File: src/hw/rtl/sqsb_pkg.sv
// ----------------------------------------------------------------------------
// Sprite quad setup batcher package
// Shared widths, codes, item and record types, and the CORDIC angle table.
// ----------------------------------------------------------------------------
package sqsb_pkg;

    // Default batch limit in quads.
    localparam int MAX_QUADS_DEF = 8192;

    // Depth of the queue between the front and the back.
    localparam int QDEPTH = 2;

    // Stream widths.
    localparam int IN_TDATA_W  = 280;
    localparam int OUT_TDATA_W = 168;

    // Divider operand widths: numerator magnitude and denominator.
    localparam int DIV_NUM_W = 36;
    localparam int DIV_DEN_W = 16;

    // CORDIC setup.
    localparam int CORDIC_STEPS = 20;
    localparam int CORDIC_XW    = 34;
    localparam int CORDIC_ZW    = 26;
    localparam logic signed [CORDIC_XW-1:0] CORDIC_GAIN = 34'sd652032874;

    // Input item kinds.
    localparam logic KIND_DRAW  = 1'b0;
    localparam logic KIND_FLUSH = 1'b1;

    // Result record kinds.
    localparam logic REC_VERTEX = 1'b0;
    localparam logic REC_END    = 1'b1;

    // One decoded input beat.
    typedef struct packed {
        logic               kind;
        logic [15:0]        tex_id;
        logic [15:0]        tex_w;
        logic [15:0]        tex_h;
        logic signed [15:0] dest_x;
        logic signed [15:0] dest_y;
        logic [15:0]        dest_w;
        logic [15:0]        dest_h;
        logic signed [15:0] src_x;
        logic signed [15:0] src_y;
        logic [15:0]        src_w;
        logic [15:0]        src_h;
        logic [31:0]        tint;
        logic [15:0]        rot;
        logic signed [15:0] org_x;
        logic signed [15:0] org_y;
        logic [1:0]         flip;
        logic [15:0]        depth;
        logic               tex_zero;
    } t_item;

    // One result record.
    typedef struct packed {
        logic               rec_kind;
        logic [15:0]        vtx_num;
        logic signed [23:0] pos_x;
        logic signed [23:0] pos_y;
        logic signed [19:0] tex_u;
        logic signed [19:0] tex_v;
        logic [15:0]        depth;
        logic [31:0]        color;
        logic [15:0]        btex;
        logic               last;
    } t_rec;

    // Arctangent of 2^-i, scaled to 2^21 per eighth of a turn.
    function automatic logic [22:0] sqsb_atan(input logic [4:0] idx);
        logic [22:0] val;
        case (idx)
            5'd0:    val = 23'd2097152;
            5'd1:    val = 23'd1238021;
            5'd2:    val = 23'd654128;
            5'd3:    val = 23'd332051;
            5'd4:    val = 23'd166668;
            5'd5:    val = 23'd83415;
            5'd6:    val = 23'd41718;
            5'd7:    val = 23'd20860;
            5'd8:    val = 23'd10430;
            5'd9:    val = 23'd5215;
            5'd10:   val = 23'd2608;
            5'd11:   val = 23'd1304;
            5'd12:   val = 23'd652;
            5'd13:   val = 23'd326;
            5'd14:   val = 23'd163;
            5'd15:   val = 23'd81;
            5'd16:   val = 23'd41;
            5'd17:   val = 23'd20;
            5'd18:   val = 23'd10;
            5'd19:   val = 23'd5;
            default: val = 23'd0;
        endcase
        return val;
    endfunction

endpackage

File: src/hw/rtl/sqsb_front.sv
// ----------------------------------------------------------------------------
// Sprite quad setup batcher front
// Accepts input beats, decodes and classifies them, and queues them for the back.
// ----------------------------------------------------------------------------
module sqsb_front import sqsb_pkg::*; (
    input  logic                  i_clk,
    input  logic                  i_rst_n,
    input  logic                  i_tvalid,
    output logic                  o_tready,
    input  logic [IN_TDATA_W-1:0] i_tdata,
    input  logic                  i_tuser,
    output logic                  o_valid,
    output t_item                 o_item,
    input  logic                  i_pop
);

    localparam int PW = (QDEPTH > 1) ? $clog2(QDEPTH) : 1;
    localparam int CW = $clog2(QDEPTH + 1);

    t_item          r_mem [QDEPTH];
    logic [PW-1:0]  r_wr;
    logic [PW-1:0]  r_rd;
    logic [CW-1:0]  r_cnt;
    t_item          dec;
    logic           push;
    logic           pop;

    // Unpack the beat and mark a texture of zero size.
    always_comb begin
        dec.kind     = i_tuser;
        dec.tex_id   = i_tdata[15:0];
        dec.tex_w    = i_tdata[31:16];
        dec.tex_h    = i_tdata[47:32];
        dec.dest_x   = $signed(i_tdata[63:48]);
        dec.dest_y   = $signed(i_tdata[79:64]);
        dec.dest_w   = i_tdata[95:80];
        dec.dest_h   = i_tdata[111:96];
        dec.src_x    = $signed(i_tdata[127:112]);
        dec.src_y    = $signed(i_tdata[143:128]);
        dec.src_w    = i_tdata[159:144];
        dec.src_h    = i_tdata[175:160];
        dec.tint     = i_tdata[207:176];
        dec.rot      = i_tdata[223:208];
        dec.org_x    = $signed(i_tdata[239:224]);
        dec.org_y    = $signed(i_tdata[255:240]);
        dec.flip     = i_tdata[257:256];
        dec.depth    = i_tdata[273:258];
        dec.tex_zero = (i_tdata[31:16] == 16'd0) || (i_tdata[47:32] == 16'd0);
    end

    assign o_tready = (r_cnt != CW'(QDEPTH));
    assign o_valid  = (r_cnt != '0);
    assign o_item   = r_mem[r_rd];
    assign push     = i_tvalid && o_tready;
    assign pop      = i_pop && o_valid;

    // Queue pointers and fill count.
    always_ff @(posedge i_clk) begin
        if (!i_rst_n) begin
            r_wr  <= '0;
            r_rd  <= '0;
            r_cnt <= '0;
        end else begin
            if (push) begin
                r_wr <= (r_wr == PW'(QDEPTH - 1)) ? '0 : r_wr + 1'b1;
            end
            if (pop) begin
                r_rd <= (r_rd == PW'(QDEPTH - 1)) ? '0 : r_rd + 1'b1;
            end
            if (push && !pop) begin
                r_cnt <= r_cnt + 1'b1;
            end else if (pop && !push) begin
                r_cnt <= r_cnt - 1'b1;
            end
        end
    end

    // Queue storage.
    always_ff @(posedge i_clk) begin
        if (push) begin
            r_mem[r_wr] <= dec;
        end
    end

endmodule

File: config.mk
export PLATFORM = sky130hd
export DESIGN_NAME = sqsb_front
export DESIGN_NICKNAME = d
export VERILOG_FILES = /design/src/hw/rtl/sqsb_pkg.sv /design/src/hw/rtl/sqsb_front.sv
export SDC_FILE = /design/constraint.sdc
export NUM_CORES = 1
export LEC_CHECK = 0
export ABC_AREA = 1
export BUFFER_PORTS_ARGS = -buffer_cell sky130_fd_sc_hd__buf_4
export CAP_MARGIN = 0
export CELL_PAD_IN_SITES_DETAIL_PLACEMENT = 1
export CELL_PAD_IN_SITES_GLOBAL_PLACEMENT = 1
export CORE_MARGIN = 3
export CORE_UTILIZATION = 45
export CTS_CLUSTER_DIAMETER = 120
export DETAILED_ROUTE_END_ITERATION = 7
export PLACE_DENSITY_LB_ADDON = 0.1
export REMOVE_ABC_BUFFERS = 1
export SLEW_MARGIN = 5
export SYNTH_ARGS = -nofsm -noshare
export SYNTH_HDL_FRONTEND = slang
export SYNTH_SLANG_ARGS = --single-unit
File: constraint.sdc
create_clock -name i_clk -period 15.3 [get_ports i_clk]
set_input_delay 0.765 -clock i_clk [delete_from_list [all_inputs] [get_ports i_clk]]
set_output_delay 0.765 -clock i_clk [all_outputs]
set_load 0.01 [all_outputs]
## Word-level counts from Yosys, hierarchy flattened

Memories as Yosys holds them, arrays and structs flattened. A register that Yosys moved wholly into a read port is not among the register bits.
Cells that the tools add are included.

- Input bits: 285
- RAM bits: 552
- Bits in registers: 4
- Logic and storage cells: 28
- Memories kept: 1

Memory list:

| memory | words | width | read ports | clocked after memory_dff | write ports | line | source |
|---|---|---|---|---|---|---|---|
| r_mem | 2 | 276 | 1 | 1 | 1 | sqsb_front.sv:20 | `t_item r_mem [QDEPTH];` |

- Muxes and demuxes: 8
- Add/sub/neg operators: 4
- Reduce and logical (&&, ||, !) cells: 11
- Eq/ne operators: 1

Operator list:

| operator | count |
|---|---|
| 16-bit logical NOT | 2 |
| 1-bit two-way mux | 6 |
| 1-bit logical AND | 4 |
| 2-bit two-way mux | 2 |
| 2-bit nonzero test | 2 |
| 1-bit adder (second input constant) | 2 |
| 2-bit by 1-bit adder with 2-bit output (second input constant) | 1 |
| 1-bit logical NOT | 2 |
| 2-bit inequality test (second input constant) | 1 |
| 2-bit by 1-bit subtractor with 2-bit output (second input constant) | 1 |
| 1-bit logical OR | 1 |

## Depth between registers and ports, before layout

Gate-level depths: netlist of the first run.

- Depth in word-level cells: 6
- Mapped depth: 11
- Mapped depth without buffers: 11

## Least setup slack after synthesis of the first run

Ideal clock, no wire load.

- Kind: input to register
- From: input i_tvalid
- To: memory r_mem[0][0] (netlist name), enable pin
- Library setup time: 0.918 ns
- Setup slack: 2.096 ns
- Stages: 2
- Arrival time: 12.286 ns
- Cells stage by stage: nand2_1 -> nor2_1

- Word-level cells in the longest chain between the ends: 3

Ends and longest elaborated chain:

| element | line | source |
|---|---|---|
| start, declared | sqsb_front.sv:8 | `input logic i_tvalid,` |
| 1-bit logical AND | sqsb_front.sv:54 | `assign push = i_tvalid && o_tready;` |
| 1-bit two-way mux | sqsb_front.sv:80 | `if (push) begin` |
| 1-bit two-way mux (not written as such) | sqsb_front.sv:81 | `r_mem[r_wr] <= dec;` |
| end, declared | sqsb_front.sv:20 |  |

No other way between the ends.

==> summary.md, run 1 <==
| Metric | Value |
|---|---|
| Post-route DRC | 0 |
| Wirelength per Cell | 24.0 µm |
| Antenna violations before repair | 15 |
| PortBufs | 556 |
| DR vias/cell | 4.93 |
| Syn Std Cell Area | 21,300 µm² |
| # H-tree levels | 2 |
| Total number of vias | 10,700 |
| P&R area growth vs syn | 30.0% |
| Total GRT Usage | 20.4% |
| Cells on worst reg2reg path | 6 |
| FF-to-FF setup slack | 12.48 ns |
| Setup TNS | 0 ns |
| Fillers | 4,122 |
| Final Slew Violations | 0 |
| Nets@finish | 1,806 |
| Yosys warns | 0 |
| CP endpoint kind | output pin |
| Largest net degree at the start of global routing | 159 |
| Wirelength, routed | 52,300 µm |
| Final weighted congestion in routability-driven placement | 0.758 |
| Pwr/cell area | 161 nW/µm² |
| Initial Util | 45.6% |
| Die X | 223 µm |
| I/O pins | 563 |
| Cts repair resizes | 0 |
| First-pass GRT wire length | 74,900 µm |
| Core area | 46,700 µm² |
| Number of global-route vias before repair | 11,500 |
| Worst Hold Depth | 1 |
| Sequential area share after synthesis | 78.4% |
| Chip Height | 223 µm |
| CTS sink cnt | 557 |
| DRT Pass-1 Iters | 4 |
| Leading cell type in the layout, fill and taps excluded | buf_4 |
| Commonest non-fill, non-tap cells in the layout | buf_4 (562), edfxtp_1 (552), mux2_4 (240), clkbuf_16 (57), mux2_2 (36) |
| Status | finished clean |
| Achievable Freq | 0.265 GHz |
| Worst hold path class | in2reg |
| Longest Clk Path Bufs | 3 |
| # rows | 79 |
| Post-route ant nets | 0 |
| RSZ-0062 raised after global routing | no |
| Full die area | 49,900 µm² |
| Setup bufs post-CTS | 0 |
| Fin Clk Skew | 0.0156 ns |
| Clock transition at path regs | 0.06 ns |
| Post-layout min period | 3.78 ns |
| Crit-path max FO | 60 |
| Arrival time at the worst endpoint | 3.01 ns |
| TritonCTS Buffers | 57 |
| Peak supply drop | 0.142 mV |
| Static Leak | 10.7 nW |
| Final worst path period share | 24.7% |
| Max-cap violation count | 0 |
| Worst-skew pair later-pin latency | 0.59 ns |
| Fin area | 27,600 µm² |
| Hold_buf cts | 0 |
| Area after DPL | 26,000 µm² |
| Syn avg cell area | 22.9 µm² |
| Tightest Pin Transition | 1.14 ns |
| Fraction of final layout cells sized beyond drive strength 1 | 58.2% |
| 1st-iter DRT viols | 622 |
| Root buffer cell | clkbuf_16 |
| Max-slew headroom | 24.0% |
| #FFs+latches synth | 557 |
| Worst EP required | 14.53 ns |
| DP HPWL | 36,000 µm |
| Distinct cells, synth | 15 |
| CP Launch Type | flip-flop |
| # setup viols final | 0 |
| CTS tree | done |
| Post-Syn Instances | 927 |
| Hold Violations, Final | 0 |
| CP Class | reg2out |
| Total grt overflow | 0 |
-- final timing paths --
check / start / end
min reg2reg: r_rd / flip-flop
max reg2reg: r_cnt[0] / r_mem[1][227]
min: i_tdata[73] / r_mem[0][204]
max: flip-flop / o_item[1]
-- cells by family (layout without fill, tap and decap cells) --
kind of cell	after synthesis	in the layout	share of synthesized area [%]
AND/OR/NAND/NOR	50	50	0.900
multiplexers	276	276	18.8
buffers and inverters	39	672	1.69
other	0	10	0
flip-flops	557	557	78.4
AO/OA/AOI/OAI	4	4	0.106
adder cells (fa/ha/maj)	1	1	0.0588
-- power by group --
group / switching [mW] / leakage (nW) / internal, mW
registers: 0.0649 / 5.19 / 1.93
logic: 0.575 / 4.73 / 0.638
clock network: 0.542 / 0.781 / 0.694
total: 1.18 / 10.7 / 3.27
-- worst max-delay path: stages, from the launching register on --
cell,delay [ns]
dfxtp_4,0.79
buf_4,0.99
mux2_2,0.45
buf_4,0.15
-- synthesized netlist by cell type --
cell type | n | area, µm²
a21oi_1 | 1 | 5.00
buf_2 | 3 | 15.0
buf_6 | 28 | 315
dfxtp_1 | 5 | 100
edfxtp_1 | 552 | 16600
ha_1 | 1 | 12.5
inv_1 | 8 | 30.0
mux2_2 | 36 | 405
mux2_4 | 240 | 3600
nand2_1 | 20 | 75.1
nand3_1 | 1 | 5.00
nand4_1 | 1 | 6.26
nor2_1 | 28 | 105
o21a_1 | 1 | 7.51
o21ai_0 | 2 | 10.0
-- layout make-up --
class	count	area (µm²)	area share (%)
diodes	10	25.0	0.0905
clock buffers	73	1490	5.38
clock inverters	26	136	0.493
inverters	8	30.0	0.109
multi-input cells	331	4250	15.4
flip-flops and latches	557	16700	60.3
well taps	607	759	2.75
repair buffers	565	4280	15.5
-- routing by layer --
layer  up-vias  wire length (µm)  part of all wire [%]  GRT usage, %
li1       4848                 -                     -             -
met1      5409             18000                    34          21.7
met2       370             27600                    53          36.2
met3        94              4980                   9.5          8.71
met4         8              1630                   3.1          7.61
met5         -                54                  0.10             0
-- state kept, by name, summed over array words and instances (netlist names), named ones only --
register,flops
r_mem,552
r_wr,1
r_cnt,2
r_rd,1
-- stage by stage --
step	setup slack (ns)	utilization, %	hold slack, ns	power, mW	cells
2_1_floorplan	2.10	-	0.467	3.03	896
3_3_place_gp	12.05	55.7	0.481	3.23	2068
3_5_place_dp	12.09	55.7	0.524	3.26	2068
4_1_cts	11.43	59.2	0.311	4.51	2167
5_1_grt	11.36	59.2	0.326	4.64	2174
6_report	11.52	59.3	0.357	4.45	2177
(Power assumes the default switching activity.)
==> run 2, diff against run 1 <==
--- a/config.mk
+++ b/config.mk
@@ -11,7 +11,7 @@
 export CELL_PAD_IN_SITES_DETAIL_PLACEMENT = 1
 export CELL_PAD_IN_SITES_GLOBAL_PLACEMENT = 1
 export CORE_MARGIN = 3
-export CORE_UTILIZATION = 45
+export CORE_UTILIZATION = 40
 export CTS_CLUSTER_DIAMETER = 120
 export DETAILED_ROUTE_END_ITERATION = 7
 export PLACE_DENSITY_LB_ADDON = 0.1
==> constraint.sdc (replaced) <==
create_clock -name i_clk -period 3.35 [get_ports i_clk]
set_input_delay 0.1675 -clock i_clk [delete_from_list [all_inputs] [get_ports i_clk]]
set_output_delay 0.1675 -clock i_clk [all_outputs]
set_load 0.01 [all_outputs]
==> run 2 against run 1 <==
Worst hold slack worse by 0.26 ns. Clock skew down 0.0031 ns. Design area rose by 11%. Die area increased by 12%. Combinational power rose to 4.9 times the previous value. Non-clock buffer count is 282 higher. Flip-flop and latch count unchanged. Largest cell class unchanged.
==> summary.md, run 2 (synthesis results as in run 1) <==
| Metric | Value |
|---|---|
| Fraction of final layout cells sized beyond drive strength 1 | 49.8% |
| Largest register FFs | 552 |
| First-pass GRT wire length | 82,100 µm |
| Static Leak | 12.0 nW |
| I/O pins | 563 |
| TritonCTS Buffers | 59 |
| DP HPWL | 36,500 µm |
| Final worst slack | 0.779 ns |
| Post-route ant nets | 0 |
| Post-layout min period | 2.57 ns |
| Max-slew headroom | 39.9% |
| Power Total | 21.2 mW |
| Fin Clk Skew | 0.0125 ns |
| CTS sink cnt | 557 |
| Hold Violations, Final | 0 |
| DRT met1 WL | 20,700 µm |
| Setup TNS | 0 ns |
| Commonest non-fill, non-tap cells in the layout | buf_4 (561), edfxtp_1 (552), dlygate4sd3_1 (277), mux2_4 (240), clkbuf_16 (61) |
| Hold Path Origin | i_tvalid |
| R2r startpoint | r_cnt[0] |
| Worst hold path class | in2reg |
| Cell Chain, Critical Path | buf_4, mux2_2, buf_4 |
| Most flop-heavy register | r_mem |
| DRT Pass-1 Iters | 4 |
| Arrival time at the worst endpoint | 2.40 ns |
| RSZ-0062 raised after global routing | no |
| Most used cell, CP | buf_4 |
| Total number of vias | 11,800 |
| Cells on worst reg2reg path | 5 |
| Wirelength, routed | 56,200 µm |
| Post-route DRC | 0 |
| Full die area | 56,000 µm² |
| PortBufs | 556 |
| Status | finished clean |
| Total GRT Usage | 19.4% |
| Pwr/cell area | 688 nW/µm² |
| CP endpoint kind | output pin |
| Slowest cell on the critical path | dfxtp_4 |
| Top delay family on crit path | flip-flops |
| 1st-iter DRT viols | 531 |
| Number of global-route vias before repair | 13,200 |
| # setup viols final | 0 |
| Final weighted congestion in routability-driven placement | 0.730 |
| P&R area growth vs syn | 44.8% |
| Die X | 237 µm |
| Crit-path max FO | 29 |
| Antenna violations before repair | 7 |
| Tightest Pin Transition | 0.901 ns |
| CP Class | reg2out |
| # H-tree levels | 2 |
| Final worst path period share | 76.7% |
| Met3 routed WL | 4150 µm |
| Wirelength per Cell | 22.1 µm |
| Met2 wire len | 29,400 µm |
| Worst reg2reg endpoint | r_mem[0][82] |
| Achievable Freq | 0.389 GHz |
| Max incr delay on CP | 0.73 ns |
| Initial Util | 41.0% |
| Nets@finish | 2,090 |
| Root buffer cell | clkbuf_16 |
| Total grt overflow | 0 |
| Chip Height | 237 µm |
| Worst EP required | 3.18 ns |
| CP Launch Type | flip-flop |
| Clock transition at path regs | 0.06 ns |
| Largest regs | r_mem x552, r_cnt x2 |
| Leading cell type in the layout, fill and taps excluded | buf_4 |
| Final Slew Violations | 0 |
| CTS tree | done |
| Worst-skew pair later-pin latency | 0.59 ns |
| DR vias/cell | 4.65 |
| Largest net degree at the start of global routing | 132 |
| Worst Hold Depth | 4 |
| # rows | 83 |
| FF-to-FF setup slack | 1.34 ns |
| Core area | 51,900 µm² |
| Peak supply drop | 0.584 mV |
| Max-cap violation count | 0 |
| Top routing layer used | met5 |
| Pre-CTS setup slack | 1.32 ns |
| WP buf/inv | 2 |
| CP Depth | 3 |
| WHS Endpoint | r_wr |
| Longest Clk Path Bufs | 3 |
==> run 2: cell types whose count changed in the layout (fill, tap and decap cells not counted), moves of 3 or more <==
cell           previous run  this run
clkbuf_8                  0         5
clkinv_1                 19        13
buf_12                    3         9
dlygate4sd3_1             0       277
clkbuf_1                 16        22
clkbuf_16                57        61
diode_2                  10         7
==> run 2: stage by stage <==
step | hold slack [ns] | area, µm² | instances | utilization [%]
detailed placement | 0.355 | 26200 | 2146 | 50.5
floorplan | 0.266 | 20900 | 896 | -
global placement | 0.352 | 26200 | 2146 | 50.5
finish | 0.0988 | 30800 | 2537 | 59.3
global route | 0.124 | 30800 | 2534 | 59.3
CTS | 0.0533 | 30800 | 2530 | 59.3
==> run 2: worst min-delay path: stages <==
cell and delay (ns):
buf_4 0.07, nand2_1 0.15, o21ai_0 0.20, nor2_1 0.05
==> run 2: worst max-delay path by stage <==
stage / startpoint / to / slack, ns
3_3_place_gp: flip-flop / o_item[275] / 1.32
5_1_grt: flip-flop / o_item[5] / 0.64
4_1_cts: flip-flop / o_item[1] / 0.68
6_report: flip-flop / o_item[1] / 0.78
3_5_place_dp: flip-flop / o_item[1] / 1.32
2_1_floorplan: r_cnt[0] / r_mem[0][0] / -9.64
==> run 2: per-layer routing <==
| layer | up-vias | global-route usage [%] |
|---|---|---|
| li1 | 5411 | - |
| met1 | 5914 | 21.6 |
| met2 | 378 | 34.9 |
| met3 | 97 | 5.96 |
| met4 | 2 | 6.95 |
| met5 | - | 0 |
==> run 2: cell type report <==
type / instances / area, µm²
diodes: 7 / 17.5
clock buffers: 88 / 1680
clock inverters: 19 / 131
fillers: 4707 / 21100
inverters: 8 / 30.0
multi-input cells: 331 / 4250
flip-flops and latches: 557 / 16700
well taps: 680 / 851
repair buffers: 847 / 7160
==> run 2: timing repair <==
| item | CTS | global route |
|---|---|---|
| setup buffers | 0 | 0 |
| hold buffers | 277 | 0 |
| gates resized for setup | 0 | 0 |
| hold endpoints to repair | 555 | 0 |
==> run 2: power breakdown <==
group          internal [mW]  total [mW]  switching [mW]
logic                   3.14        5.91            2.77
clock network           3.58        6.17            2.59
registers               8.82        9.12           0.291
total                   15.5        21.2            5.65
